[config.mk]
export PLATFORM = sky130hd
export DESIGN_NAME = lru_page_replacement
export DESIGN_NICKNAME = d
export VERILOG_FILES = /design/src/lrupr_pkg.sv /design/src/lru_page_replacement.sv /design/src/lrupr_ctrl.sv /design/src/lrupr_dp.sv
export SDC_FILE = /design/constraint.sdc
export NUM_CORES = 1
export LEC_CHECK = 0
export ABC_AREA = 1
export BUFFER_PORTS_ARGS = -buffer_cell sky130_fd_sc_hd__buf_2
export CELL_PAD_IN_SITES_DETAIL_PLACEMENT = 1
export CELL_PAD_IN_SITES_GLOBAL_PLACEMENT = 2
export CORE_MARGIN = 2
export CORE_UTILIZATION = 44
export DETAILED_ROUTE_END_ITERATION = 12
export HOLD_SLACK_MARGIN = 0.06
export PLACE_DENSITY_LB_ADDON = 0.25
export REMOVE_ABC_BUFFERS = 1
export SETUP_SLACK_MARGIN = 0.2
export SYNTH_ARGS = -nofsm -noshare
export SYNTH_HDL_FRONTEND = slang
export SYNTH_SLANG_ARGS = --single-unit
export TNS_END_PERCENT = 5
[constraint.sdc]
create_clock -name clk_i -period 5 [get_ports clk_i]
set_input_delay 1.5 -clock clk_i [delete_from_list [all_inputs] [get_ports clk_i]]
set_output_delay 1.5 -clock clk_i [all_outputs]
set_load 0.05 [all_outputs]
[src/lrupr_pkg.sv]
// Shared types and constants for the LRU page replacement block.
package lrupr_pkg;

  localparam int CFG_W         = 5;
  localparam int PAGE_REF_W    = 16;
  localparam int FRAME_FIELD_W = 4;
  localparam int EVICT_PAGE_W  = 16;
  localparam int FAULT_W       = 32;
  localparam int AGE_W         = 16;

  localparam logic [CFG_W-1:0] FRAMES_RESET = 5'd4;

  localparam int IN_TDATA_W  = 16;
  localparam int OUT_TDATA_W = 56;
  localparam int OUT_TUSER_W = 2;

  // tuser bit positions on the result side
  localparam int TUSER_HIT     = 0;
  localparam int TUSER_EVICTED = 1;

  // tdata bit positions on the result side
  localparam int TD_FRAME_LSB = 0;
  localparam int TD_EPAGE_LSB = TD_FRAME_LSB + FRAME_FIELD_W;
  localparam int TD_FAULT_LSB = TD_EPAGE_LSB + EVICT_PAGE_W;
  localparam int TD_USED_W    = TD_FAULT_LSB + FAULT_W;

  typedef struct packed {
    logic start;   // latch the reference and restart the scan
    logic scan;    // issue frame reads and age resident frames
    logic commit;  // place the page, update count, load the result
  } cmd_t;

  typedef struct packed {
    logic scan_done;
    logic out_free;
  } sts_t;

endpackage

[src/lru_page_replacement.sv]
// Top level of the LRU page replacement block with per-frame age counters.
//
// Each page reference arriving on the slave stream is looked up in a table of
// frames_in_use frames (clamped to 1..MAX_FRAMES). The first resident frame
// holding the page is a hit; otherwise the first empty frame is filled, or,
// with the table full, the frame with the greatest age is evicted (lowest
// index on ties), and a saturating fault count advances. The frame used gets
// age 1 and every other resident frame ages by one, saturating. A reference
// marked by tlast returns its result and then clears the table and the fault
// count. Each item goes through an accept, a scan over the clamped number of frames
// through the single read port of the frame page and age memories (aging is
// written back during the same pass), and a commit that writes the chosen
// frame and loads the result register. The next reference is accepted while a
// result still waits in the result register; commit waits only if that
// register is still full. Configuration writes are always ready and take
// effect for the next accepted reference.
module lru_page_replacement #(
  parameter int MAX_FRAMES = 16,
  parameter int PAGE_BITS  = 16
) (
  input  logic                              clk_i,
  input  logic                              rst_ni,
  // configuration: frames_in_use
  input  logic                              cfg_valid_i,
  output logic                              cfg_ready_o,
  input  logic [lrupr_pkg::CFG_W-1:0]       cfg_data_i,
  // page references
  input  logic                              s_axis_tvalid,
  output logic                              s_axis_tready,
  input  logic [lrupr_pkg::IN_TDATA_W-1:0]  s_axis_tdata,  // [15:0] page_ref
  input  logic                              s_axis_tlast,  // end_of_string
  // results
  output logic                              m_axis_tvalid,
  input  logic                              m_axis_tready,
  output logic [lrupr_pkg::OUT_TDATA_W-1:0] m_axis_tdata,
  // [3:0] frame_used, [19:4] evicted_page, [51:20] fault_total, [55:52] zero
  output logic [lrupr_pkg::OUT_TUSER_W-1:0] m_axis_tuser   // [0] hit, [1] evicted
);

  lrupr_pkg::cmd_t cmd;
  lrupr_pkg::sts_t sts;

  logic                                out_hit;
  logic [lrupr_pkg::FRAME_FIELD_W-1:0] out_frame;
  logic                                out_evicted;
  logic [lrupr_pkg::EVICT_PAGE_W-1:0]  out_epage;
  logic [lrupr_pkg::FAULT_W-1:0]       out_fault;

  // the register is a plain flop: every write transaction lands at once
  assign cfg_ready_o = 1'b1;

  lrupr_ctrl u_ctrl (
    .clk_i      (clk_i),
    .rst_ni     (rst_ni),
    .in_valid_i (s_axis_tvalid),
    .in_ready_o (s_axis_tready),
    .sts_i      (sts),
    .cmd_o      (cmd)
  );

  lrupr_dp #(
    .MAX_FRAMES (MAX_FRAMES),
    .PAGE_BITS  (PAGE_BITS)
  ) u_dp (
    .clk_i         (clk_i),
    .rst_ni        (rst_ni),
    .cfg_we_i      (cfg_valid_i),
    .cfg_data_i    (cfg_data_i),
    .page_ref_i    (s_axis_tdata[lrupr_pkg::PAGE_REF_W-1:0]),
    .eos_i         (s_axis_tlast),
    .cmd_i         (cmd),
    .sts_o         (sts),
    .out_valid_o   (m_axis_tvalid),
    .out_ready_i   (m_axis_tready),
    .out_hit_o     (out_hit),
    .out_frame_o   (out_frame),
    .out_evicted_o (out_evicted),
    .out_epage_o   (out_epage),
    .out_fault_o   (out_fault)
  );

  // pack the result transaction, lowest field first
  always_comb begin
    m_axis_tdata = '0;
    m_axis_tdata[lrupr_pkg::TD_FRAME_LSB +: lrupr_pkg::FRAME_FIELD_W] = out_frame;
    m_axis_tdata[lrupr_pkg::TD_EPAGE_LSB +: lrupr_pkg::EVICT_PAGE_W]  = out_epage;
    m_axis_tdata[lrupr_pkg::TD_FAULT_LSB +: lrupr_pkg::FAULT_W]       = out_fault;
    m_axis_tuser = '0;
    m_axis_tuser[lrupr_pkg::TUSER_HIT]     = out_hit;
    m_axis_tuser[lrupr_pkg::TUSER_EVICTED] = out_evicted;
  end

endmodule

[src/lrupr_ctrl.sv]
// Sequencing state machine for the LRU page replacement block.
module lrupr_ctrl (
  input  logic          clk_i,
  input  logic          rst_ni,
  input  logic          in_valid_i,
  output logic          in_ready_o,
  input  lrupr_pkg::sts_t sts_i,
  output lrupr_pkg::cmd_t cmd_o
);

  typedef enum logic [2:0] {
    ST_IDLE = 3'b001,
    ST_SCAN = 3'b010,
    ST_WAIT = 3'b100
  } state_e;

  state_e state_q, state_d;

  always_comb begin
    state_d     = state_q;
    cmd_o       = '0;
    in_ready_o  = 1'b0;
    case (state_q)
      ST_IDLE: begin
        in_ready_o = 1'b1;
        if (in_valid_i) begin
          cmd_o.start = 1'b1;
          state_d     = ST_SCAN;
        end
      end
      ST_SCAN: begin
        cmd_o.scan = 1'b1;
        if (sts_i.scan_done) begin
          if (sts_i.out_free) begin
            cmd_o.commit = 1'b1;
            state_d      = ST_IDLE;
          end else begin
            state_d = ST_WAIT;
          end
        end
      end
      ST_WAIT: begin
        // hold until the result register drains
        if (sts_i.out_free) begin
          cmd_o.commit = 1'b1;
          state_d      = ST_IDLE;
        end
      end
      default: begin
        state_d = ST_IDLE;
      end
    endcase
  end

  always_ff @(posedge clk_i or negedge rst_ni) begin
    if (!rst_ni) begin
      state_q <= ST_IDLE;
    end else begin
      state_q <= state_d;
    end
  end

endmodule

[src/lrupr_dp.sv]
// Frame table, scan datapath, fault counter and result register.
module lrupr_dp #(
  parameter int MAX_FRAMES = 16,
  parameter int PAGE_BITS  = 16
) (
  input  logic                                clk_i,
  input  logic                                rst_ni,
  input  logic                                cfg_we_i,
  input  logic [lrupr_pkg::CFG_W-1:0]         cfg_data_i,
  input  logic [lrupr_pkg::PAGE_REF_W-1:0]    page_ref_i,
  input  logic                                eos_i,
  input  lrupr_pkg::cmd_t                     cmd_i,
  output lrupr_pkg::sts_t                     sts_o,
  output logic                                out_valid_o,
  input  logic                                out_ready_i,
  output logic                                out_hit_o,
  output logic [lrupr_pkg::FRAME_FIELD_W-1:0] out_frame_o,
  output logic                                out_evicted_o,
  output logic [lrupr_pkg::EVICT_PAGE_W-1:0]  out_epage_o,
  output logic [lrupr_pkg::FAULT_W-1:0]       out_fault_o
);

  localparam int IW = (MAX_FRAMES > 1) ? $clog2(MAX_FRAMES) : 1;
  localparam int CW = $clog2(MAX_FRAMES + 1);
  localparam int AW = lrupr_pkg::AGE_W;
  localparam int FW = lrupr_pkg::FAULT_W;

  logic [lrupr_pkg::CFG_W-1:0] frames_q;
  logic [CW-1:0]               n_q;
  logic [PAGE_BITS-1:0]        page_q;
  logic                        eos_q;

  logic [PAGE_BITS-1:0] page_mem [MAX_FRAMES];
  logic [AW-1:0]        age_mem  [MAX_FRAMES];
  logic [MAX_FRAMES-1:0] valid_q;

  logic [PAGE_BITS-1:0] page_rd_q;
  logic [AW-1:0]        age_rd_q;
  logic [CW-1:0]        rd_cnt_q;
  logic                 proc_vld_q;
  logic [IW-1:0]        proc_idx_q;
  logic                 issue;
  logic [IW-1:0]        rd_addr;

  logic                 hit_fnd_q, empty_fnd_q;
  logic [IW-1:0]        hit_idx_q, empty_idx_q, old_idx_q;
  logic [AW-1:0]        best_age_q;
  logic [PAGE_BITS-1:0] old_page_q;

  logic [FW-1:0]        fault_q;
  logic [FW-1:0]        fault_inc;
  logic [IW-1:0]        chosen;
  logic                 cur_valid;

  // frame count clamp: zero acts as one, large values act as MAX_FRAMES
  logic [CW-1:0] n_clamped;
  always_comb begin
    if (frames_q == '0) begin
      n_clamped = CW'(1);
    end else if (int'(frames_q) > MAX_FRAMES) begin
      n_clamped = CW'(MAX_FRAMES);
    end else begin
      n_clamped = CW'(frames_q);
    end
  end

  assign issue     = cmd_i.scan && (rd_cnt_q < n_q);
  assign rd_addr   = rd_cnt_q[IW-1:0];
  assign cur_valid = valid_q[proc_idx_q];

  assign sts_o.scan_done = (rd_cnt_q == n_q) && !proc_vld_q;
  assign sts_o.out_free  = !out_valid_o || out_ready_i;

  always_comb begin
    if (hit_fnd_q) begin
      chosen = hit_idx_q;
    end else if (empty_fnd_q) begin
      chosen = empty_idx_q;
    end else begin
      chosen = old_idx_q;
    end
  end

  assign fault_inc = (hit_fnd_q || fault_q == '1) ? fault_q : fault_q + FW'(1);

  // configuration register
  always_ff @(posedge clk_i or negedge rst_ni) begin
    if (!rst_ni) begin
      frames_q <= lrupr_pkg::FRAMES_RESET;
    end else if (cfg_we_i) begin
      frames_q <= cfg_data_i;
    end
  end

  // item latch
  always_ff @(posedge clk_i) begin
    if (cmd_i.start) begin
      page_q <= PAGE_BITS'(page_ref_i);
      eos_q  <= eos_i;
      n_q    <= n_clamped;
    end
  end

  // frame table memories: one read and one write per cycle
  always_ff @(posedge clk_i) begin
    page_rd_q <= page_mem[rd_addr];
    age_rd_q  <= age_mem[rd_addr];
    if (cmd_i.commit) begin
      page_mem[chosen] <= page_q;
    end
    if (cmd_i.commit) begin
      age_mem[chosen] <= AW'(1);
    end else if (proc_vld_q && cur_valid && age_rd_q != '1) begin
      age_mem[proc_idx_q] <= age_rd_q + AW'(1);
    end
  end

  // scan control
  always_ff @(posedge clk_i or negedge rst_ni) begin
    if (!rst_ni) begin
      rd_cnt_q   <= '0;
      proc_vld_q <= 1'b0;
      proc_idx_q <= '0;
    end else begin
      if (cmd_i.start) begin
        rd_cnt_q <= '0;
      end else if (issue) begin
        rd_cnt_q <= rd_cnt_q + CW'(1);
      end
      proc_vld_q <= issue;
      proc_idx_q <= rd_addr;
    end
  end

  // hit, empty and oldest search over the returning reads
  always_ff @(posedge clk_i) begin
    if (cmd_i.start) begin
      hit_fnd_q   <= 1'b0;
      empty_fnd_q <= 1'b0;
    end else if (proc_vld_q) begin
      if (cur_valid && page_rd_q == page_q && !hit_fnd_q) begin
        hit_fnd_q <= 1'b1;
        hit_idx_q <= proc_idx_q;
      end
      if (!cur_valid && !empty_fnd_q) begin
        empty_fnd_q <= 1'b1;
        empty_idx_q <= proc_idx_q;
      end
      if (proc_idx_q == '0 || age_rd_q > best_age_q) begin
        best_age_q <= age_rd_q;
        old_idx_q  <= proc_idx_q;
        old_page_q <= page_rd_q;
      end
    end
  end

  // valid bits and fault counter
  always_ff @(posedge clk_i or negedge rst_ni) begin
    if (!rst_ni) begin
      valid_q <= '0;
      fault_q <= '0;
    end else if (cmd_i.commit) begin
      if (eos_q) begin
        valid_q <= '0;
        fault_q <= '0;
      end else begin
        valid_q[chosen] <= 1'b1;
        fault_q         <= fault_inc;
      end
    end
  end

  // result register
  always_ff @(posedge clk_i or negedge rst_ni) begin
    if (!rst_ni) begin
      out_valid_o <= 1'b0;
    end else if (cmd_i.commit) begin
      out_valid_o <= 1'b1;
    end else if (out_ready_i) begin
      out_valid_o <= 1'b0;
    end
  end

  always_ff @(posedge clk_i) begin
    if (cmd_i.commit) begin
      out_hit_o     <= hit_fnd_q;
      out_frame_o   <= lrupr_pkg::FRAME_FIELD_W'(chosen);
      out_evicted_o <= !hit_fnd_q && !empty_fnd_q;
      out_epage_o   <= (!hit_fnd_q && !empty_fnd_q) ?
                       lrupr_pkg::EVICT_PAGE_W'(old_page_q) : '0;
      out_fault_o   <= fault_inc;
    end
  end

endmodule

After elaboration in Yosys (flattened, before gate mapping)

Memory sizes are Yosys's and may differ from the RTL's. A register that Yosys moved wholly into a read port is not among the register bits.
Cells that the tools add are included.

Bitwise operators: 2
Add/sub/neg operators: 3
$lt $le $gt $ge: 6
Equality and inequality tests: 10
Reduce and logical (&&, ||, !) cells: 29
Muxes and demuxes: 34

Operators by type and width:

| operator              | count |
|---|---|
| $mux 32               | 2 |
| $add 32x1->32 const B | 1 |
| $eq 32x32->1 const B  | 1 |
| $mux 16               | 2 |
| $add 16x1->16 const B | 1 |
| $eq 16x16->1          | 1 |
| $gt 16x16->1          | 1 |
| $mux 1                | 16 |
| $ne 16x16->1 const B  | 1 |
| $or 16x16->16         | 1 |
| $reduce_or 16->1      | 1 |
| $mux 5                | 3 |
| $mux 3                | 4 |
| $mux 4                | 3 |
| $reduce_and 3->1      | 4 |
| $lt 4x5->1 const B    | 2 |
| $logic_and 1x1->1     | 9 |
| $pmux 3 s3            | 1 |
| $ne 2x2->1 const B    | 3 |
| $add 5x1->5 const B   | 1 |
| $eq 5x5->1            | 1 |
| $gt 5x5->1 const B    | 1 |
| $logic_not 1->1       | 5 |
| $logic_not 5->1       | 1 |
| other kinds (14)      | 18 |

Word-level logic and storage cells: 110
Memory bits (writable): 512
Input bits: 27
Memories kept: 2
Bits in registers: 189
Output and inout port bits: 61

Memories:

| memory        | words | bits a word | read ports | clocked after memory_dff | write ports | RTL line       | source |
|---|---|---|---|---|---|---|---|
| u_dp.age_mem  | 16    | 16          | 1          | 1                        | 1           | lrupr_dp.sv:34 | `logic [AW-1:0] age_mem [MAX_FRAMES];` |
| u_dp.page_mem | 16    | 16          | 1          | 1                        | 1           | lrupr_dp.sv:33 | `logic [PAGE_BITS-1:0] page_mem [MAX_FRAMES];` |

Logic depth before layout (Yosys ltp)

Gate-level depths: netlist of run 1.

Depth after elaboration: 9
Mapped depth: 16
Depth with buffers taken out: 13

Modules after synthesis

A second synthesis of run 1 with hierarchy kept.

Cells, all modules: 2425
Area total of the unflattened synthesis: 29911.2 um^2

Modules (own cells, without submodules):

| module               | area an instance (um^2) | cells an instance | times used |
|---|---|---|---|
| lrupr_dp             | 29655.9                 | 2388              | 1 |
| lrupr_ctrl           | 195.2                   | 28                | 1 |
| lru_page_replacement | 60.1                    | 9                 | 1 |

Worst setup path after synthesis of run 1

OpenSTA, ideal clock, no wires.

Path type: input -> register
Start point: input port m_axis_tready
End point: register u_dp.out_epage_o[0] (netlist name), enable pin
Slack: 0.861 ns
Arrival time: 3.699 ns
Buffers on the path: 2
Stages on the path: 6
Cells stage by stage: nor2_1 > inv_1 > nand4_1 > nand2_1 > buf_2 > clkbuf_1

RTL lines:

| item                 | RTL line                   | source |
|---|---|---|
| start, declared      | lru_page_replacement.sv:34 | `input logic m_axis_tready,` |
| end signal, assigned | lrupr_dp.sv:189            | `out_epage_o <= (!hit_fnd_q && !empty_fnd_q) ?` |
| end, declared        | lrupr_dp.sv:19             | `output logic [lrupr_pkg::EVICT_PAGE_W-1:0] out_epage_o,` |

Worst setup path in the final report of run 1

Start point: input port m_axis_tready
End point: memory u_dp.age_mem[2][15] (netlist name), enable pin

Word-level cells in the longest chain between the ends: 8
Elaborated cells between the ends (all ways): 11
Classes of those cells: 9 x mux; 2 x reduce/logical

Ends and longest elaborated chain:

| item                                              | RTL line                           | source |
|---|---|---|
| $logic_or 1x1->1 *                                | lrupr_dp.sv:72                     | `assign sts_o.out_free = !out_valid_o \|\| out_ready_i;` |
| $mux 1 *                                          | lrupr_ctrl.sv:34, lrupr_ctrl.sv:44 |  |
| $mux 1                                            | lrupr_ctrl.sv:33                   | `if (sts_i.scan_done) begin` |
| $pmux 1 s2 *                                      | lrupr_ctrl.sv:23                   | `case (state_q)` |
| $mux 1                                            | lrupr_dp.sv:111                    | `if (cmd_i.commit) begin` |
| $mux 1 (implied by the code)                      | lrupr_dp.sv:114                    | `age_mem[proc_idx_q] <= age_rd_q + AW'(1);` |
| $reduce_or 16->1 (no source line)                 | --                                 |  |
| $mux 4 (no source line) or $mux 1 (tied branches) | --                                 |  |
| end, declared                                     | lrupr_dp.sv:34                     |  |

Mark *: on every way between the ends. The rest lies on a longest branch, timed or not.

==> results of run 1 <==
[state kept, by name, indices dropped and copies added (netlist names), 4 cells and up]
register / cells
u_dp.page_rd_q: 16
u_dp.age_rd_q: 16
u_dp.page_q: 16
u_dp.n_q: 5
u_dp.page_mem: 256
u_dp.best_age_q: 16
u_dp.old_idx_q: 4
u_dp.valid_q: 16
u_dp.out_epage_o: 16
u_dp.hit_idx_q: 4
u_dp.fault_q: 32
u_dp.out_fault_o: 32
u_dp.frames_q: 5
u_dp.rd_cnt_q: 5
u_dp.old_page_q: 16
u_dp.proc_idx_q: 4
u_dp.out_frame_o: 4
u_dp.age_mem: 256
u_dp.empty_idx_q: 4
[worst paths after layout]
path                               startpoint                  end  slack, ns
min                        u_dp.page_rd_q[10]  u_dp.old_page_q[10]       0.44
max                             m_axis_tready  u_dp.age_mem[2][15]       1.24
min in group asynchronous              rst_ni     u_dp.fault_q[27]       0.93
max reg2reg                  u_dp.rd_cnt_q[0]  u_dp.page_mem[0][4]       1.26
min reg2reg                u_dp.page_rd_q[10]  u_dp.old_page_q[10]       0.44
max in group asynchronous              rst_ni     u_dp.rd_cnt_q[1]       2.95
[layer usage]
metal	track usage [%]	wire, um	vias up
met2	39.02	39090	439
met5	0	0	-
met3	3.309	3087	143
met4	8.738	2752	0
li1	-	-	8726
met1	30.01	34270	9686
[placed cells by master (no fill, tap or decap), types with 20 or more instances in the layout]
cell,count
edfxtp_1,632
nor2_1,406
nand2_1,273
o21ai_0,145
inv_1,135
nand3_1,85
buf_2,82
clkbuf_16,79
o32ai_1,78
dfrtp_1,62
buf_4,55
mux2i_1,50
o221ai_1,50
o21ai_1,34
dfxtp_1,34
nor2_2,30
xor2_1,28
ha_1,26
nor3_1,22
a21oi_1,21
clkinv_1,21
o211ai_1,20
clkbuf_1,20
[worst register-to-register path: cells and delay by family, from the launching register on]
| kind | cells | cell delay (ns) |
|---|---|---|
| adders and majority gates | 1 | 0.29 |
| buffers and inverters | 5 | 1.08 |
| DFF | 1 | 0.84 |
| and+or+nand+nor | 5 | 1.17 |
[per-stage QoR]
| stage | cell area, um^2 | hold WS, ns | setup TNS [ns] | setup slack [ns] |
|---|---|---|---|---|
| 2_1_floorplan | 29250 | 0.4066 | -8088.07 | -10.16 |
| 3_3_place_gp | 31320 | 0.4217 | 0 | 0.6966 |
| 3_5_place_dp | 31320 | 0.4241 | 0 | 0.5706 |
| 4_1_cts | 33880 | 0.4380 | 0 | 1.189 |
| 5_1_grt | 33880 | 0.4547 | 0 | 0.9161 |
| 6_report | 33880 | 0.4377 | 0 | 1.240 |
[kinds of logic (layout without fill, tap and decap cells)]
family / after synthesis / after routing / share of synthesized area, %
AOI/OAI and AO/OA: 389 / 389 / 8.622
xor gates and xnor gates: 35 / 35 / 1.079
adders and majority gates: 26 / 26 / 1.092
buffers and inverters: 279 / 442 / 3.834
DFF: 733 / 733 / 71.62
muxes: 53 / 53 / 1.793
other: 2 / 5 / 0.02521
and+or+nand+nor: 863 / 863 / 11.93
[power by group through the flow]
stage	Clock, mW	Combinational [mW]	Sequential (mW)
after floorplan	0	0.0192	6.69
after global placement	0	0.0447	6.69
after detailed placement	0	0.0460	6.69
after CTS	5.87	0.0466	6.56
after global routing	6.09	0.0510	6.56
final	5.76	0.0447	6.56
[cell type report]
class | count | area [um^2]
Clock buffer | 102 | 2093
Clock inverter | 43 | 469.2
Fill cell | 6797 | 33280
Inverter | 158 | 598.1
Multi-Input combinational cell | 1371 | 7416
Sequential cell | 733 | 21350
Tap cell | 873 | 1092
Timing Repair Buffer | 139 | 863.3
==> impl_metrics.tcl, run 1 <==
set metrics [dict create \
    fin_total_pwr_mw 12.37 \
    yosys.cell_count.top_type "edfxtp_1" \
    min_path_type "register to register" \
    cp_cell_sequence "buf_2, nor2_1, inv_1, nand4_1, nand2_4, inv_2, nand4_4, o21ai_1, nand3_1, nor2_2, buf_4" \
    power.leakage_nw 12.14 \
    r2r.worst_path.cells 11 \
    p_per_area_nw_per_um2 365.0 \
    drtIter0Drc 1407 \
    synth_cells 2380 \
    synth-main-ff-cell "edfxtp_1" \
    clk_latency_ns 0.65 \
    cts_max_path_buffers 3 \
    p_int_mw 9.877 \
    path_clk_slew_ns 0.06 \
    p_seq_share_pct 53.1 \
    die_y_um 264.2 \
    grt_pass1_vias 20217 \
    synth_top_cell_by_area "edfxtp_1" \
    drv_cap 0 \
    avgSynthCellArea_um2 12.52 \
    cts_tree "yes" \
    cts_setup_buffers 0 \
    cts-root-buf "clkbuf_16" \
    cts-resized-gates 0 \
    tightestPinTransition_ns 1.191 \
    finalClockSkew_ns 0.03539 \
    slew_headroom_pct 20.40 \
    start_kind "input port" \
    swShare_pct 20.12 \
    dr.pass1.iters 5 \
    endpoint_kind "register" \
    period_needed_ns 3.760 \
    fmax_ghz 0.2660 \
    grt_pass1_wl_um 121800 \
    synthArstFlopShare_pct 9.141 \
    worstSetupPathType "input port to register" \
    fin_nets 2535 \
    fin_util_pct 50.45 \
    yosysWarningCount 0 \
    vias_per_cell 5.555 \
    irDropWorstVdd_mv 0.3151 \
    instances_no_fill 3419 \
    cts_buffers 79 \
    pwr-share-clk_pct 46.6 \
    htreeDepth 3 \
    p_switching_mw 2.488 \
    synth_edf_count 632 \
    grt-ovfl-total 0 \
    synthTopCellsByCount "edfxtp_1 (632), nor2_1 (431), nand2_1 (274), o21ai_0 (145), inv_1 (136)" \
    max_stage_delay_ns 0.49 \
    placed_cells 3274 \
    wl_per_cell_um 23.16 \
    drive_above_1_share_pct 13.24 \
    outcome "complete, no violations" \
    rows 95 \
    path_buf_inv 4 \
    track_usage_pct 22.98 \
    synth_cell_types 51 \
    port_buffers 82 \
    hold_depth 0 \
    drc 0 \
    cts.sinks 733 \
    synth_seq_cells 733 \
    synth_area_leaders "edfxtp_1 (64%), dfrtp_1 (5.5%), nor2_1 (5.4%), nand2_1 (3.5%), o21ai_0 (2.4%)" \
    cp.depth 11 \
    dp_hpwl_um 49960 \
    dieArea_um2 69810 \
    setup_viol 0 \
    ctsHoldBuffers 0 \
    ant_nets 0 \
    slowest_stage "nor2_2" \
    num_io_pins 88 \
    grt_setup_unrepaired "false" \
    wirelength_um 79200 \
    diodes 0 \
    fp.dieW_um 264.2 \
    crit_path_max_fanout 24 \
    vias 18994 \
    synth_top_area_share_pct 63.70 \
    hold_viol_final 0 \
    critical-path-top-delay-family "simple AND/OR/NAND/NOR gates" \
    timing.final.crit_share_pct 75.20 \
    seq_area_frac_synth_pct 71.62 \
    start_util_pct 44.36 \
    area_delta_synth_final_pct 13.72 \
    slew_viol_final 0 \
    antenna_found_initial 0 \
    crit_required_ns 5.33 \
    syn_area_um2 29790 \
    grt_max_degree 182 \
    cp.arrival_ns 4.09 \
    comb_power_share_pct 0.4 \
    coreArea_um2 67160 \
    gp_congestion 0.8200 \
]
Power figures use the tool's default switching activity.
==> inputs of run 2 (changes only) <==
Settings changed: CORE_UTILIZATION 44 to 39.
Clock period 5 ns to 3.4 ns, I/O delays scaled along.
==> impl_metrics.tcl, run 2 (same netlist as run 1, synthesis figures left out) <==
set metrics [dict create \
    p_per_area_nw_per_um2 534.5 \
    cts_setup_buffers 0 \
    grt_setup_unrepaired "false" \
    tns_ns 0 \
    dr.pass1.iters 5 \
    final_cell_mix "edfxtp_1 (632), nor2_1 (406), nand2_1 (273), o21ai_0 (145), inv_1 (135)" \
    fin_hold_ws_ns 0.4289 \
    antenna_found_initial 3 \
    grt_max_degree 178 \
    ctsHoldBuffers 0 \
    vias 19271 \
    clk_latency_ns 0.65 \
    stdcell_area_um2 34560 \
    num_io_pins 88 \
    track_usage_pct 21.23 \
    hold_viol_final 0 \
    largestRegisters "u_dp.age_mem: 256 flops, u_dp.page_mem: 256 flops" \
    wirelength_um 82880 \
    timing.final.crit_share_pct 90.59 \
    drtIter0Drc 1709 \
    dieArea_um2 78620 \
    cts_tree "yes" \
    start_kind "register" \
    port_buffers 82 \
    drive_above_1_share_pct 14.81 \
    wl_per_cell_um 23.26 \
    placed_cells 3418 \
    grt_pass1_wl_um 125500 \
    start_util_pct 39.29 \
    crit_path_max_fanout 17 \
    r2r_start "u_dp.hit_fnd_q" \
    slew_headroom_pct 12.29 \
    cp.arrival_ns 3.37 \
    fp.dieW_um 280.4 \
    finalClockSkew_ns 0.03956 \
    fmax_ghz 0.3247 \
    drc 0 \
    diodes 0 \
    placed_area_um2 31910 \
    irDropWorstVdd_mv 0.5579 \
    cp-startpoint "u_dp.hit_fnd_q" \
    path_clk_slew_ns 0.06 \
    drv_cap 0 \
    grt-ovfl-total 0 \
    instances_no_fill 3564 \
    cts-root-buf "clkbuf_16" \
    slew_viol_final 0 \
    crit_required_ns 3.69 \
    dp_hpwl_um 51350 \
    worstSetupPathType "register to register" \
    tightestPinTransition_ns 1.307 \
    grt_pass1_vias 20259 \
    htreeDepth 3 \
    rows 101 \
    cts_max_path_buffers 3 \
    area_delta_synth_final_pct 16.01 \
    reg2reg_slack_ns 0.32 \
    layout_commonest_cell "edfxtp_1" \
    power.leakage_nw 12.42 \
    min_path_type "input port to async pin" \
    coreArea_um2 75820 \
    die_y_um 280.4 \
    outcome "complete, no violations" \
    gp_congestion 0.8106 \
    ant_nets 0 \
    post-place-ws_ns -0.04341 \
    cts.sinks 733 \
    endpoint_kind "register" \
    period_needed_ns 3.080 \
    cts_buffers 80 \
    fin_nets 2575 \
    setup_viol 0 \
    worst_slack_ns 0.3200 \
    vias_per_cell 5.407 \
]
[run 2: cell types whose count changed in the layout (fill, tap and decap cells not counted), sizes merged]
cell / previous run / this run
clkinvlp: 3 / 2
buf: 139 / 178
inv: 154 / 157
bufinv: 6 / 8
clkinv: 38 / 32
clkbuf: 102 / 105
[run 2: where the power goes]
| part | switching [mW] | leakage [nW] | internal, mW | total (mW) |
|---|---|---|---|---|
| Combinational | 0.0470 | 4.33 | 0.0216 | 0.0686 |
| Clock | 3.65 | 1.28 | 5.10 | 8.75 |
| Sequential | 0.00487 | 6.81 | 9.65 | 9.65 |
| Total | 3.71 | 12.4 | 14.8 | 18.5 |
[run 2: through the flow]
| step | power, mW | utilization [%] |
|---|---|---|
| detailed placement | 9.911 | 42.08 |
| floorplan | 9.867 | - |
| finish | 18.47 | 45.58 |
| global placement | 9.909 | 42.08 |
| global route | 19.03 | 45.58 |
| CTS | 18.70 | 45.56 |
[run 2: path summary, 6_finish.rpt]
check	cells past startpoint	end
setup / recovery	5	u_dp.page_mem[7][0]
hold / removal	1	u_dp.fault_q[31]
setup reg to reg	5	u_dp.page_mem[7][0]
hold reg to reg	0	u_dp.old_page_q[3]
max in group asynchronous	2	u_dp.fault_q[3]
min in group clk_i	0	u_dp.old_page_q[3]
[run 2: timing repair]
item	4_1_cts	5_1_grt
setup endpoints to repair	1	96
gates resized for setup	0	3
pin swaps	0	1
[run 2: critical path, cell delays in order, from the launching register on]
cell	delay (ns)
dfxtp_1	0.46
inv_2	0.16
o21ai_1	1.03
nand3_1	0.47
nor2_2	0.20
buf_4	0.38
[run 2: cell type report]
| type | instances | area (um^2) |
|---|---|---|
| inverters | 158 | 598.1 |
| clock buffers | 105 | 2137 |
| fillers | 7827 | 41260 |
| flip-flops and latches | 733 | 21350 |
| clock inverters | 41 | 504.2 |
| well taps | 978 | 1224 |
| repair buffers | 178 | 1321 |
| multi-input cells | 1371 | 7430 |
[run 2: layer usage]
metal  GRT usage, %  routed length, um  vias to the layer above
li1               -                  -                     8813
met1          29.42              36990                     9839
met2          34.77              39720                      518
met3          2.964               4316                      101
met4          6.403               1857                        0
met5              0                  0                        -
==> inputs of run 3 (changes only) <==
Settings changed: CORE_MARGIN 2 to unset, CTS_BUF_LIST set to sky130_fd_sc_hd__clkbuf_16, MAX_ROUTING_LAYER set to met4.
==> impl_metrics.tcl, run 3 (same netlist as run 1, synthesis figures left out) <==
set metrics [dict create \
    timing.final.crit_share_pct 90.54 \
    drtIter0Drc 1332 \
    die_y_um 278.4 \
    cp.arrival_ns 3.40 \
    ant_nets 0 \
    wirelength_um 80340 \
    drv_cap 0 \
    slowest_stage "dfrtp_4" \
    fin_total_pwr_mw 18.99 \
    vias_per_cell 5.361 \
    final_cell_mix "edfxtp_1 (632), nor2_1 (406), nand2_1 (273), inv_1 (152), o21ai_0 (145)" \
    port_buffers 82 \
    setup_viol 0 \
    start_util_pct 39.68 \
    grt_setup_unrepaired "true" \
    tns_ns 0 \
    coreArea_um2 75070 \
    r2r_start "u_dp.rd_cnt_q[0]" \
    crit_path_max_fanout 14 \
    cts_max_path_buffers 3 \
    fmax_ghz 0.3248 \
    num_io_pins 88 \
    cts-root-buf "clkbuf_16" \
    fin_util_pct 46.27 \
    max_stage_delay_ns 0.54 \
    fillers 7706 \
    slew_viol_final 0 \
    reg2reg_slack_ns 0.32 \
    cts_setup_buffers 0 \
    track_usage_pct 21.60 \
    drive_above_1_share_pct 14.97 \
    diodes 0 \
    endpoint_kind "register" \
    cts-resized-gates 0 \
    rows 100 \
    dieArea_um2 77500 \
    antenna_found_initial 1 \
    fin_nets 2576 \
    start_kind "register" \
    fp.dieW_um 278.4 \
    cts_buffers 81 \
    drc 0 \
    min_path_type "input port to async pin" \
    cts.sinks 733 \
    irDropWorstVdd_mv 0.4633 \
    cp-startpoint "u_dp.rd_cnt_q[0]" \
    largestRegisters "u_dp.age_mem: 256 flops, u_dp.page_mem: 256 flops" \
    dr.pass1.iters 5 \
    layout_commonest_cell "edfxtp_1" \
    grt_pass1_vias 20397 \
    cp_cell_sequence "inv_6, ha_1, inv_1, nor2_1, nand4_1, nand2_4, inv_2, nand4_4, buf_4, nand2_1, o21ai_1, nand3_1, nor2_2, buf_4" \
    period_needed_ns 3.078 \
    finalClockSkew_ns 0.04357 \
    dp_hpwl_um 51630 \
    cp_common_cell "buf_4" \
    gp_congestion 0.8266 \
    ctsHoldBuffers 0 \
    grt_pass1_wl_um 123800 \
    path_clk_slew_ns 0.06 \
    outcome "complete, no violations" \
    power.leakage_nw 12.57 \
    grt_max_degree 211 \
    cts_tree "yes" \
    hold_viol_final 0 \
    htreeDepth 3 \
    area_delta_synth_final_pct 16.58 \
    tightestPinTransition_ns 1.095 \
    worstSetupPathType "register to register" \
    clk_latency_ns 0.66 \
    p_per_area_nw_per_um2 546.8 \
    wl_per_cell_um 22.57 \
    slew_headroom_pct 26.97 \
    crit_required_ns 3.73 \
    grt-ovfl-total 0 \
    vias 19086 \
]
-- run 3: worst max-delay path, delay by kind of cell, from the launching register on --
kind                     cells  cell delay, ns
AO/OA/AOI/OAI                1            0.21
adder cells (fa/ha/maj)      1            0.27
buffers and inverters        5            0.63
flip-flops                   1            0.54
AND/OR/NAND/NOR              7            1.11
-- run 3: layout make-up --
cell class                 count  area [um^2]  area share [%]
sequential                   733        21350           61.46
multi-input combinational   1371         7430           21.39
clock buffer                  81         2027           5.836
timing repair buffer         178         1284           3.696
tap                          969         1212           3.491
clock inverter                70        835.8           2.406
inverter                     158        598.1           1.722
-- run 3: through the flow --
step                      area [um^2]  hold slack [ns]  setup slack (ns)  instances
after floorplan                 29250           0.4066            -11.76       2262
after global placement          31860           0.4188            0.1550       3409
after detailed placement        31860           0.4250          0.004445       3409
after CTS                       34720           0.2892            0.2720       3560
after global routing            34730           0.3139            0.1299       3560
final                           34730           0.3151            0.3216       3560
-- run 3: where the power goes --
part	leakage (nW)	internal (mW)	total (mW)	switching [mW]
clock network	1.44	5.49	9.27	3.78
logic	4.32	0.0217	0.0678	0.0461
registers	6.81	9.65	9.65	0.00523
total	12.6	15.2	19.0	3.83
-- run 3: path summary, 6_finish.rpt --
path,to,cells after the start
worst max-delay path,u_dp.age_mem[10][8],14
worst min-delay path,u_dp.fault_q[23],1
worst max register to register,u_dp.age_mem[10][8],14
worst min register to register,u_dp.old_page_q[2],0
max in group asynchronous,u_dp.valid_q[6],2
min in group clk_i,u_dp.old_page_q[2],0
-- run 3: metal layers --
layer	wire length, um	global-route usage (%)
met1	36210	28.00
met4	1829	6.035
met5	0	-
met3	2414	2.451
met2	39890	35.90
